==> config.mk <==
export PLATFORM = sky130hd
export DESIGN_NAME = rds_label_and_text_assembler_core
export DESIGN_NICKNAME = d
export VERILOG_FILES = /design/src/sv/rdsa_pkg.sv /design/src/sv/rdsa_front.sv /design/src/sv/rdsa_queue.sv /design/src/sv/rdsa_back.sv /design/src/sv/rds_label_and_text_assembler_core.sv
export SDC_FILE = /design/constraint.sdc
export NUM_CORES = 1
export LEC_CHECK = 0
export ABC_AREA = 1
export BUFFER_PORTS_ARGS = -buffer_cell sky130_fd_sc_hd__buf_2
export CORE_ASPECT_RATIO = 0.75
export CORE_MARGIN = 4
export CORE_UTILIZATION = 30
export CTS_CLUSTER_DIAMETER = 50
export CTS_CLUSTER_SIZE = 30
export DETAILED_ROUTE_END_ITERATION = 8
export SETUP_SLACK_MARGIN = 0.3
export SYNTH_ARGS = -nofsm -noshare
export SYNTH_HDL_FRONTEND = slang
export SYNTH_SLANG_ARGS = --single-unit
==> constraint.sdc <==
create_clock -name clk -period 5.15 [get_ports clk]
set_clock_uncertainty 0.2 [all_clocks]
set_input_delay 1.03 -clock clk [delete_from_list [all_inputs] [get_ports clk]]
set_output_delay 1.03 -clock clk [all_outputs]
set_load 0.05 [all_outputs]
==> src/sv/rdsa_pkg.sv <==
// Package for the RDS label and radiotext assembler.
// Types and constants shared by front, queue and back; no dependencies.
`default_nettype none
package rdsa_pkg;
  localparam int NAME_SEGMENTS = 4;
  localparam int TEXT_SEGMENTS = 16;
  localparam int CHARS_PER_SEGMENT = 4;
  localparam int LABEL_LEN = 2 * NAME_SEGMENTS;
  localparam int TEXT_LEN = TEXT_SEGMENTS * CHARS_PER_SEGMENT;
  localparam int QUEUE_DEPTH = 2;

  localparam logic [1:0] KIND_NONE  = 2'd0;
  localparam logic [1:0] KIND_LABEL = 2'd1;
  localparam logic [1:0] KIND_TEXT  = 2'd2;
  localparam logic [7:0] SPACE_BYTE = 8'h20;
  localparam logic [7:0] CR_BYTE = 8'h0D;

  localparam logic [1:0] AB_NONE = 2'd2;

  // Classified group passed from front to back
  typedef struct packed {
    logic       changed;
    logic       accepted;
    logic       is_label;
    logic       is_text;
    logic       ab;
    logic [3:0] seg;
    logic [15:0] block_c;
    logic [15:0] block_d;
  } group_cmd_t;
endpackage
`default_nettype wire

==> src/sv/rdsa_front.sv <==
// Front end: accepts groups, checks PI and classifies group type.
// Depends on rdsa_pkg.
`default_nettype none
module rdsa_front (
  input  wire               clk,
  input  wire               rst,
  input  wire               in_valid,
  output logic              in_ready,
  input  wire [15:0]        pi_code,
  input  wire [15:0]        block_b,
  input  wire [15:0]        block_c,
  input  wire [15:0]        block_d,
  output logic              cmd_valid,
  input  wire               cmd_ready,
  output rdsa_pkg::group_cmd_t cmd
);
  import rdsa_pkg::*;
  logic [15:0] current_pi;

  assign in_ready  = cmd_ready;
  assign cmd_valid = in_valid;

  // Classify the group
  always_comb begin
    cmd.changed  = (pi_code != current_pi);
    cmd.accepted = ~block_b[11];
    cmd.is_label = ~block_b[11] && (block_b[15:12] == 4'd0);
    cmd.is_text  = ~block_b[11] && (block_b[15:12] == 4'd2);
    cmd.ab       = block_b[4];
    cmd.seg      = block_b[3:0];
    cmd.block_c  = block_c;
    cmd.block_d  = block_d;
  end

  // PI tracking
  always_ff @(posedge clk) begin
    if (rst) begin
      current_pi <= '0;
    end else if (in_valid && in_ready) begin
      current_pi <= pi_code;
    end
  end
endmodule
`default_nettype wire

==> src/sv/rdsa_queue.sv <==
// Short FIFO of classified groups between front and back.
// Depends on rdsa_pkg.
`default_nettype none
module rdsa_queue #(
  parameter int DEPTH = rdsa_pkg::QUEUE_DEPTH
) (
  input  wire               clk,
  input  wire               rst,
  input  wire               wr_valid,
  output logic              wr_ready,
  input  rdsa_pkg::group_cmd_t wr_data,
  output logic              rd_valid,
  input  wire               rd_ready,
  output rdsa_pkg::group_cmd_t rd_data
);
  import rdsa_pkg::*;
  localparam int AW = (DEPTH > 1) ? $clog2(DEPTH) : 1;
  group_cmd_t mem [DEPTH];
  logic [AW-1:0] wptr, rptr;
  logic [AW:0] count;
  logic wr_en, rd_en;

  assign wr_ready = (count != DEPTH[AW:0]);
  assign rd_valid = (count != '0);
  assign rd_data  = mem[rptr];
  assign wr_en = wr_valid && wr_ready;
  assign rd_en = rd_valid && rd_ready;

  // Pointer and storage update
  always_ff @(posedge clk) begin
    if (rst) begin
      wptr <= '0;
      rptr <= '0;
      count <= '0;
    end else begin
      if (wr_en) begin
        mem[wptr] <= wr_data;
        wptr <= (wptr == AW'(DEPTH - 1)) ? '0 : wptr + 1'b1;
      end
      if (rd_en) rptr <= (rptr == AW'(DEPTH - 1)) ? '0 : rptr + 1'b1;
      count <= count + {{AW{1'b0}}, wr_en} - {{AW{1'b0}}, rd_en};
    end
  end
endmodule
`default_nettype wire

==> src/sv/rdsa_back.sv <==
// Back end: updates label and text stores and streams characters out.
// Depends on rdsa_pkg.
`default_nettype none
module rdsa_back (
  input  wire               clk,
  input  wire               rst,
  input  wire               partial_text,
  input  wire               cmd_valid,
  output logic              cmd_ready,
  input  rdsa_pkg::group_cmd_t cmd,
  output logic              out_valid,
  input  wire               out_ready,
  output logic [1:0]        kind,
  output logic [7:0]        char_value,
  output logic [5:0]        char_index,
  output logic              last,
  output logic              accepted,
  output logic              station_changed
);
  import rdsa_pkg::*;

  typedef enum logic [2:0] {S_IDLE, S_SCAN, S_EMIT_LABEL, S_EMIT_TEXT, S_DONE} state_t;
  state_t state;

  logic [7:0]  label_store [LABEL_LEN];
  logic [3:0]  label_mask;
  // One word per text segment, byte 0 in the low bits; only segments whose
  // mask bit is set are ever read, so the words need no clearing
  logic [31:0] text_words [TEXT_SEGMENTS];
  logic [15:0] text_mask;
  logic [1:0]  text_ab;
  logic [6:0]  clen;
  logic [5:0]  idx;
  logic        text_clear;
  group_cmd_t  cur;
  logic        out_free;
  logic        emit_now;
  logic [31:0] cur_word;
  logic        cr_hit;

  assign cmd_ready = (state == S_IDLE);
  assign out_free = !out_valid || out_ready;
  assign emit_now = out_free &&
                    (state == S_EMIT_LABEL || state == S_EMIT_TEXT || state == S_DONE);
  assign cur_word = {cur.block_d[7:0], cur.block_d[15:8], cur.block_c[7:0], cur.block_c[15:8]};

  // Carriage return inside the contiguous prefix of the written segment
  always_comb begin
    cr_hit = 1'b0;
    for (int k = 0; k < CHARS_PER_SEGMENT; k++) begin
      if (cur_word[8*k +: 8] == CR_BYTE && clen > {1'b0, cur.seg, 2'(k)}) cr_hit = 1'b1;
    end
  end

  always_ff @(posedge clk) begin
    if (rst) begin
      state <= S_IDLE;
      out_valid <= 1'b0;
      label_mask <= '0;
      text_mask <= '0;
      text_ab <= AB_NONE;
      clen <= '0;
      for (int i = 0; i < LABEL_LEN; i++) label_store[i] <= SPACE_BYTE;
    end else begin
      if (emit_now) out_valid <= 1'b1;
      else if (out_ready) out_valid <= 1'b0;
      unique case (state)
        S_IDLE: begin
          if (cmd_valid) begin
            cur <= cmd;
            idx <= '0;
            text_clear <= 1'b0;
            // Label segment; the mask restarts on station change
            if (cmd.is_label) begin
              label_store[{cmd.seg[1:0], 1'b0}] <= cmd.block_d[15:8];
              label_store[{cmd.seg[1:0], 1'b1}] <= cmd.block_d[7:0];
              label_mask <= (cmd.changed ? 4'd0 : label_mask) | (4'd1 << cmd.seg[1:0]);
            end else if (cmd.changed) begin
              label_mask <= '0;
            end
            // Text segment; restart on station change or A/B flip
            if (cmd.is_text) begin
              text_words[cmd.seg] <= {cmd.block_d[7:0], cmd.block_d[15:8],
                                      cmd.block_c[7:0], cmd.block_c[15:8]};
              text_ab <= {1'b0, cmd.ab};
              if (cmd.changed || ({1'b0, cmd.ab} != text_ab)) begin
                text_mask <= 16'd1 << cmd.seg;
                clen <= '0;
              end else begin
                text_mask <= text_mask | (16'd1 << cmd.seg);
              end
            end else if (cmd.changed) begin
              text_mask <= '0;
              clen <= '0;
              text_ab <= AB_NONE;
            end
            state <= cmd.is_label ? S_EMIT_LABEL : (cmd.is_text ? S_SCAN : S_DONE);
          end
        end
        S_SCAN: begin
          // Extend contiguous length one segment per cycle, then decide
          if (!clen[6] && text_mask[clen[5:2]]) begin
            clen <= clen + 7'd4;
          end else begin
            text_clear <= cr_hit || (&text_mask);
            if ((partial_text && clen != '0) || cr_hit || (&text_mask)) state <= S_EMIT_TEXT;
            else state <= S_DONE;
          end
        end
        S_EMIT_LABEL: begin
          if (out_free) begin
            kind <= KIND_LABEL;
            char_value <= label_store[idx[2:0]];
            char_index <= idx;
            accepted <= cur.accepted;
            station_changed <= cur.changed;
            if (label_mask != 4'hF) begin
              kind <= KIND_NONE;
              char_value <= '0;
              char_index <= '0;
              last <= 1'b1;
              state <= S_IDLE;
            end else begin
              last <= (idx == 6'(LABEL_LEN - 1));
              idx <= idx + 1'b1;
              if (idx == 6'(LABEL_LEN - 1)) begin
                label_mask <= '0;
                state <= S_IDLE;
              end
            end
          end
        end
        S_EMIT_TEXT: begin
          if (out_free) begin
            kind <= KIND_TEXT;
            char_value <= text_words[idx[5:2]][{idx[1:0], 3'b000} +: 8];
            char_index <= idx;
            accepted <= cur.accepted;
            station_changed <= cur.changed;
            last <= ({1'b0, idx} == clen - 7'd1);
            idx <= idx + 1'b1;
            if ({1'b0, idx} == clen - 7'd1) begin
              if (text_clear) begin
                text_mask <= '0;
                clen <= '0;
              end
              state <= S_IDLE;
            end
          end
        end
        S_DONE: begin
          if (out_free) begin
            kind <= KIND_NONE;
            char_value <= '0;
            char_index <= '0;
            last <= 1'b1;
            accepted <= cur.accepted;
            station_changed <= cur.changed;
            state <= S_IDLE;
          end
        end
        default: state <= S_IDLE;
      endcase
    end
  end

`ifndef ASSERT_OFF
  a_clen_aligned: assert property (@(posedge clk) disable iff (rst) clen[1:0] == 2'd0)
    else $error("contiguous length not segment aligned");
  a_clen_range: assert property (@(posedge clk) disable iff (rst) clen <= 7'(TEXT_LEN))
    else $error("contiguous length out of range");
  a_ready_idle: assert property (@(posedge clk) disable iff (rst)
    cmd_ready |-> state == S_IDLE)
    else $error("command taken while busy");
  a_text_nonempty: assert property (@(posedge clk) disable iff (rst)
    state == S_EMIT_TEXT |-> clen != '0)
    else $error("text emit with empty prefix");
`endif
endmodule
`default_nettype wire

==> src/sv/rds_label_and_text_assembler_core.sv <==
// Top level of the RDS label and radiotext assembler.
// Depends on rdsa_pkg, rdsa_front, rdsa_queue, rdsa_back.
//  channel | dir | tdata / data fields (low bit up)
//  s_axis  | in  | pi_code[15:0] block_b[31:16] block_c[47:32] block_d[63:48]
//  m_axis  | out | char_value[7:0] char_index[13:8]; tuser kind[1:0] accepted station_changed
//  cfg     | in  | partial_text[0]
// Flow: each group passes through the queue, then the back end updates the stores and
// streams the result words; a text group first extends its contiguous prefix segment by
// segment, then decides whether to emit text.
// Reset: synchronous; clears PI, masks, lengths and A/B marker. Stalls on m_axis hold
// the back end only; the front keeps filling the two-entry queue.
`default_nettype none
module rds_label_and_text_assembler_core #(
  parameter int QUEUE_DEPTH = rdsa_pkg::QUEUE_DEPTH
) (
  input  wire         clk,
  input  wire         rst,
  input  wire         s_axis_tvalid,
  output logic        s_axis_tready,
  input  wire [63:0]  s_axis_tdata,   // pi_code, block_b, block_c, block_d
  output logic        m_axis_tvalid,
  input  wire         m_axis_tready,
  output logic [15:0] m_axis_tdata,   // char_value, char_index, 2 zero bits
  output logic [3:0]  m_axis_tuser,   // kind, accepted, station_changed
  output logic        m_axis_tlast,
  input  wire         cfg_valid,
  output logic        cfg_ready,
  input  wire [7:0]   cfg_data        // partial_text, 7 zero bits
);
  import rdsa_pkg::*;
  group_cmd_t f_cmd, q_cmd;
  logic f_valid, f_ready, q_valid, q_ready;
  logic partial_text;
  logic [1:0] kind;
  logic [7:0] char_value;
  logic [5:0] char_index;
  logic accepted, station_changed;

  assign cfg_ready = 1'b1;
  always_ff @(posedge clk) begin
    if (rst) partial_text <= 1'b0;
    else if (cfg_valid) partial_text <= cfg_data[0];
  end

  rdsa_front u_front (
    .clk, .rst, .in_valid(s_axis_tvalid), .in_ready(s_axis_tready),
    .pi_code(s_axis_tdata[15:0]), .block_b(s_axis_tdata[31:16]),
    .block_c(s_axis_tdata[47:32]), .block_d(s_axis_tdata[63:48]),
    .cmd_valid(f_valid), .cmd_ready(f_ready), .cmd(f_cmd));

  rdsa_queue #(.DEPTH(QUEUE_DEPTH)) u_queue (
    .clk, .rst, .wr_valid(f_valid), .wr_ready(f_ready), .wr_data(f_cmd),
    .rd_valid(q_valid), .rd_ready(q_ready), .rd_data(q_cmd));

  rdsa_back u_back (
    .clk, .rst, .partial_text, .cmd_valid(q_valid), .cmd_ready(q_ready), .cmd(q_cmd),
    .out_valid(m_axis_tvalid), .out_ready(m_axis_tready), .kind, .char_value,
    .char_index, .last(m_axis_tlast), .accepted, .station_changed);

  assign m_axis_tdata = {2'b00, char_index, char_value};
  assign m_axis_tuser = {station_changed, accepted, kind};
endmodule
`default_nettype wire
Yosys cells after proc, flatten, opt, wreduce, memory -nomap -nowiden
Memories as Yosys holds them, arrays and structs flattened. A register that Yosys moved wholly into a read port is not among the register bits.
Cells that the tools add are included.
{ "word_totals": {"mem_count": 3, "out_inout_bits": 24, "elab_cells": 221, "in_bits": 77, "ram_bits": 658, "mem_bits_ro": 0, "latch_bits": 0, "ff_bits": 118} }
{ "classes": {"eq_ne": 28, "shifts": 3, "add_sub_neg": 7, "n_lt_le_gt_ge": 5, "bitwise": 4, "multipliers": 0, "div_mod_pow": 0, "muxes": 101, "n_reduce_logical": 46} }
{ "mem_list": {"columns": ["name", "words", "word_bits", "read_ports", "rd_clocked_by_memory_dff", "write_ports", "line_no", "rtl"], "rows": [
  ["u_back.text_words", 16, 32, 1, 1, 1, "rdsa_back.sv:29", "logic [31:0] text_words [TEXT_SEGMENTS];"],
  ["u_queue.mem", 2, 41, 1, 1, 1, "rdsa_queue.sv:18", "group_cmd_t mem [DEPTH];"],
  ["u_back.label_store", 8, 8, 1, 1, 8, "rdsa_back.sv:25", "logic [7:0] label_store [LABEL_LEN];"]
]} }
{ "op_table": {"columns": ["op", "count"], "rows": [
  ["16-bit two-way mux", 7],
  ["7-bit two-way mux", 8],
  ["6-bit two-way mux", 8],
  ["8-bit two-way mux", 6],
  ["3-bit two-way mux", 14],
  ["6-bit case mux with 3 select lines", 2],
  ["1-bit two-way mux", 35],
  ["8-bit by 4-bit equality test with 1-bit output, second input constant", 4],
  ["16-bit case mux with 2 select lines", 1],
  ["32-bit by 6-bit indexed part select with 8-bit output", 1],
  ["7-bit by 6-bit greater-than comparator with 1-bit output", 4],
  ["4-bit two-way mux", 7],
  ["8-bit case mux with 3 select lines", 1],
  ["7-bit case mux with 3 select lines", 1],
  ["16-bit inequality test", 1],
  ["16-bit OR", 1],
  ["16-bit AND reduction", 1],
  ["8-bit OR reduction", 2],
  ["1-bit by 4-bit << shifter with 16-bit output, first input constant", 1],
  ["3-bit case mux with 5 select lines", 1],
  ["2-bit by 1-bit inequality test with 1-bit output, second input constant", 6],
  ["6-bit AND reduction", 2],
  ["2-bit nonzero test", 6],
  ["1-bit logical AND", 11],
  ["other kinds (39)", 63]
]} }

Depth between registers and ports, before layout
{ "logic_depth": {"word_depth": 11, "depth_mapped": 17, "ltp_nobuf": 15} }

Cells and area by module
A second synthesis with hierarchy kept.
{ "unflattened": {"hier_cells": 2857, "hier_area_um2": 32987.9} }
{ "modules_own_cells": {"columns": ["mod", "area_each_um2", "seq_area_each_um2", "cells_each", "instances"], "rows": [
  ["rdsa_back", 28203.3, 19959.1, 2483, 1],
  ["rdsa_queue", 3419.5, 2562.5, 167, 1],
  ["rdsa_front", 1275.0, 320.3, 193, 1],
  ["rds_label_and_text_assembler_core", 90.1, 20.0, 14, 1]
]} }

Least setup slack after synthesis
OpenSTA, ideal clock, no wires.
{ "synth_path": {"kind": "input to register", "startpoint": "input port rst", "endpoint": "memory u_back.text_words[0][0] (enable)", "setup_ns": 0.421, "cell_stages": 7, "slack_ns": 0.146, "arrival_ns": 4.383, "required_ns": 4.529, "path_buffers": 2, "cell_sequence": "clkbuf_1 > nor2_2 > inv_2 > nor2_1 > inv_2 > buf_2 > nor2_1"} }
{ "synth_between": {"elab_chain_cells": 2} }
{ "synth_lines": {"columns": ["element", "line_no", "rtl"], "rows": [
  ["start, declared", "rds_label_and_text_assembler_core.sv:17", "input wire rst,"],
  ["1-bit two-way mux", "rdsa_back.sv:56", "if (rst) begin"],
  ["1-bit two-way mux (implied by the code)", "rdsa_back.sv:83", "text_words[cmd.seg] <= {cmd.block_d[7:0], cmd.block_d[15:8],"],
  ["end, declared", "rdsa_back.sv:29", null]
]} }
No other way between the ends.

Final worst setup path
{ "layout_path": {"startpoint": "register u_back.clen[2]", "endpoint": "register u_back.text_mask[3]"} }
{ "layout_between": {"elab_chain_cells": 4} }
{ "layout_lines": {"columns": ["element", "line_no", "rtl"], "rows": [
  ["start, declared", "rdsa_back.sv:32", "logic [6:0] clen;"],
  ["start signal, assigned", "rdsa_back.sv:103", "clen <= clen + 7'd4;"],
  ["7-bit by 1-bit subtractor with 7-bit output", "rdsa_back.sv:142", "if ({1'b0, idx} == clen - 7'd1) begin"],
  ["6-bit by 7-bit equality test with 1-bit output", "rdsa_back.sv:142", null],
  ["2-bit inequality test (no source line)", null, null],
  ["6-bit AND reduction (no source line)", null, null],
  ["end signal, assigned", "rdsa_back.sv:87", "text_mask <= 16'd1 << cmd.seg;"],
  ["end signal, assigned", "rdsa_back.sv:90", "text_mask <= text_mask | (16'd1 << cmd.seg);"],
  ["end, declared", "rdsa_back.sv:30", "logic [15:0] text_mask;"]
]} }
No other way between the ends.
A chain may end at the register's enable or synchronous reset.

==> summary.md <==
| Metric | Value |
|---|---|
| Routability cong. | 0.797 |
| Maximum VDD drop | 0.419 mV |
| CP dominant cell by count | nand2_1 |
| Share of layout cells above drive strength 1 | 11.5% |
| Clk Latency, worst-skew pair | 640 ps |
| Clk slew on worst S/H paths | 90 ps |
| Die Y | 292 um |
| Syn-to-layout area delta | 11.5% |
| Setup Fix Bufs, Post-CTS | 0 |
| Hold EP | u_back.station_changed$_DFFE_PP_ |
| Iteration count of the initial detailed-routing pass | 7 |
| Most used routing layer | met1 |
| Die ar. | 113000 um^2 |
| Mapped cell area | 32300 um^2 |
| Compound-Gate Fraction of Synth Area | 6.24% |
| Final WL | 78500 um |
| Yosys warns | 0 |
| DR WL/cell | 18.4 um |
| Critical Path AT | 3680 ps |
| Post-route ant nets | 0 |
| Post-Synthesis Mean Instance Area | 11.5 um^2 |
| Worst reg2reg path depth | 12 |
| Crit path largest cell delay | 700 ps |
| DRC | 0 |
| CP Cell Sequence | inv_1, ha_1, xor2_1, nand3_1, nor2_1, nand2_1, nand2_1, nand2_1, inv_2, nand2_2, nand2_1, a21oi_1 |
| Clk buf depth | 3 |
| # fillers | 10.4k |
| CTS root buf | clkbuf_16 |
| Final Hold Fails | 0 |
| CTS HTree Levels | 2 |
| Post-synth ARST share | 0% |
| CTS hold repair buffers | 0 |
| DP Wirelength | 44700 um |
| Final setup viols | 0 |
| Sequential power share | 43.9% |
| Initial Util | 30.4% |
| Critical path data required time | 5450 ps |
| Fin crit share | 65.7% |
| Core box area | 106000 um^2 |
| Synth unique cells | 44 |
| I/O pin count | 101 |
| Synth Register Bits | 781 |
| Status | completed |
| Highest Clock Rate | 296 MHz |
| CP max stage cell | dfxtp_1 |
| First-pass GRT wire length | 118000 um |
| Total chip power | 18.3 mW |
| CTS tree | done |
| Min-delay src | u_back.cur[40]$_DFFE_PP_ |
| Net Sw Frac | 38.5% |
| Reg2reg start | u_back.clen[2]$_SDFFE_PP0P_ |
| Met3 Track Usage GR | 2.71% |
| # port buffers | 84 |
| Grt ovf | 0 |
| Tightest Pin Transition | 1240 ps |
| Hold depth | 0 |
| # rows | 103 |
| Clk pwr share | 23.5% |
| CP endpoint kind | register |
| R2R Path End | u_back.text_mask[3]$_SDFFE_PP0P_ |
| Placed Instances | 4191 |
| Non-Filler Instances | 4270 |
| Final Critical Period | 3380 ps |
| Kind of critical path | register to register |
| Vias | 20.6k |
| Xor-xnor portion of the synthesized cell area | 0.461% |
| Largest family of logic cells by synthesized area | simple AND/OR/NAND/NOR gates |
| Cell-internal power | 11.2 mW |
| CP Max Fanout | 17 |
| ANT cells | 0 |
| Primary FF master, synth | edfxtp_1 |
| CTS buffer count | 44 |
| Largest net degree at the start of global routing | 164 |
| Vias in the first global route | 19.3k |
| Resized Gates After CTS | 0 |
| Maxcap violations | 0 |
| Reg2Reg Setup Slack | 1770 ps |
| Comb power frac | 32.5% |
| Leak Pwr | 12.4 nW |
| Met2 global-route usage | 19.8% |
| Initial antenna violation count | 0 |
| Post-Synth Simple-Gate Area | 18.1% |
| Hold crit path type | register to register |
| GRT Total Usage | 13.4% |
| GRT met1 Usage | 20.3% |
| Final Max Tran Viols | 0 |
| Fin Setup TNS | 0 ps |
| CTS Sinks | 781 |
| Vias/cell | 4.82 |
| PwrDens | 508 nW/um^2 |
| Mux cell area share after synthesis | 0.248% |
| Net load switching power | 7.05 mW |
| Chip width | 387 um |
| Post-synth EDFFs | 722 |
| Gate Count Post-Synth | 2796 |
| Layout net count | 2908 |
| Adder-cell share of the synthesized area | 0.426% |
| 1st-iter DRT viols | 2205 |
| Max_slew headroom | 17.1% |
| RSZ-0062 raised after global routing | false |
| Startpoint Class | register |
| Sequential fraction of the synthesis area | 70.8% |
-- worst max-delay path, delay by kind of cell, from the launching register on --
kind	cells	cell delay, ps
AOI/OAI and AO/OA	1	70
DFF	1	700
adders and majority gates	1	480
buffers and inverters	2	710
xor gates and xnor gates	1	150
and+or+nand+nor	7	920
-- stage by stage --
stage / cell area (um^2) / util, % / hold slack, ps / setup WS (ps)
finish: 36000 / 33.9 / 252 / 1770
global route: 36000 / 33.9 / 266 / 1460
CTS: 36000 / 33.9 / 247 / 1820
detailed placement: 34300 / 32.4 / 224 / 1700
global placement: 34300 / 32.4 / 213 / 1710
floorplan: 32300 / - / 200 / 146
-- layer usage --
layer	up-vias	routed length (um)
li1	9821	-
met1	10063	37200
met2	620	33800
met3	81	6110
met4	0	1340
met5	-	0
-- kinds of logic after synthesis --
| group | Yosys count |
|---|---|
| buf+inv | 271 |
| xor+xnor | 17 |
| simple gates | 1358 |
| compound gates | 348 |
| mux | 8 |
| fa+ha+maj | 11 |
| other cells | 2 |
| flops | 781 |
-- registers in the layout, summed over array words and instances (netlist names), 4 cells and up, named ones only --
signal	flops
u_back.clen	5
u_back.text_words	512
u_back.char_value	8
u_back.label_mask	4
u_back.idx	6
u_queue.mem	82
u_back.label_store	64
u_back.char_index	6
u_front.current_pi	16
u_back.text_mask	16
u_back.cur	38
-- how the worst max path moves through the flow --
stage	end	start
2_1_floorplan	u_back.text_words[0][0]$_DFFE_PP_	rst
5_1_grt	u_back.text_mask[5]$_SDFFE_PP0P_	u_back.clen[2]$_SDFFE_PP0P_
4_1_cts	u_back.text_mask[3]$_SDFFE_PP0P_	u_back.clen[2]$_SDFFE_PP0P_
3_5_place_dp	u_queue.mem[0][31]$_DFFE_PP_	s_axis_tvalid
6_report	u_back.text_mask[3]$_SDFFE_PP0P_	u_back.clen[2]$_SDFFE_PP0P_
3_3_place_gp	u_queue.mem[0][31]$_DFFE_PP_	s_axis_tvalid
-- layout make-up --
class | instances | area [um^2] | share of cell area [%]
Sequential cell | 781 | 22900 | 63.6
Inverter | 116 | 459 | 1.28
Tap cell | 1417 | 1770 | 4.93
Clock inverter | 34 | 513 | 1.43
Clock buffer | 45 | 1130 | 3.13
Timing Repair Buffer | 132 | 868 | 2.41
Multi-Input combinational cell | 1745 | 8370 | 23.3
-- layout by cell type (no fill, tap or decap), types with 4 or more instances in the layout --
cell,synthesis,layout
nand4_1,31,31
o32ai_1,9,9
inv_6,1,8
edfxtp_1,722,722
xor2_1,7,7
buf_2,60,84
o21ai_0,194,194
inv_4,4,4
inv_12,0,6
o221ai_1,8,8
clkbuf_16,0,45
inv_8,0,7
nand2_1,589,589
o21ai_2,5,5
o21ai_1,19,19
inv_16,0,5
dfxtp_1,59,54
nor2_1,360,343
buf_12,0,7
nor4_1,5,5
nand3_1,292,292
or2_2,19,19
nor2_4,13,31
inv_1,97,95
mux2i_1,8,8
nand2_2,6,6
buf_4,8,41
a21oi_1,40,40
clkinv_8,0,5
ha_1,11,11
o211ai_1,70,70
nor3_1,8,7
nor2_2,27,26
xnor2_1,10,10
inv_2,11,11
-- power groups by stage --
stage	Clock, mW	Combinational, mW	Sequential (mW)
final	4.31	5.95	8.03
after global routing	4.63	6.60	8.07
after CTS	4.38	5.95	8.03
after detailed placement	0	5.93	8.18
after global placement	0	5.88	8.17
after floorplan	0	3.99	8.17
-- cell usage after synthesis, types with 2 or more instances --
library cell	count	share of area [%]
nor3_1	8	0.12
buf_2	60	0.93
xnor2_1	10	0.27
buf_6	5	0.17
xor2_1	7	0.19
clkbuf_1	64	0.74
nor2_2	27	0.52
buf_1	17	0.20
buf_4	8	0.19
nand4_1	31	0.60
nor4_1	5	0.097
or2_2	19	0.37
o211ai_1	70	1.6
mux2i_1	8	0.25
o21ai_0	194	3.0
dfxtp_1	59	3.7
a21oi_1	40	0.62
o21ai_2	5	0.14
nand2_1	589	6.9
o21ai_1	19	0.29
nor2_1	360	4.2
clkinv_1	3	0.035
o32ai_1	9	0.24
nor2_4	13	0.45
or2_1	3	0.058
o221ai_1	8	0.22
inv_2	11	0.13
edfxtp_1	722	67
nand2_2	6	0.12
conb_1	2	0.023
inv_1	97	1.1
inv_4	4	0.078
nand3_1	292	4.5
ha_1	11	0.43
Note: power is estimated with default switching activity, not from simulation.
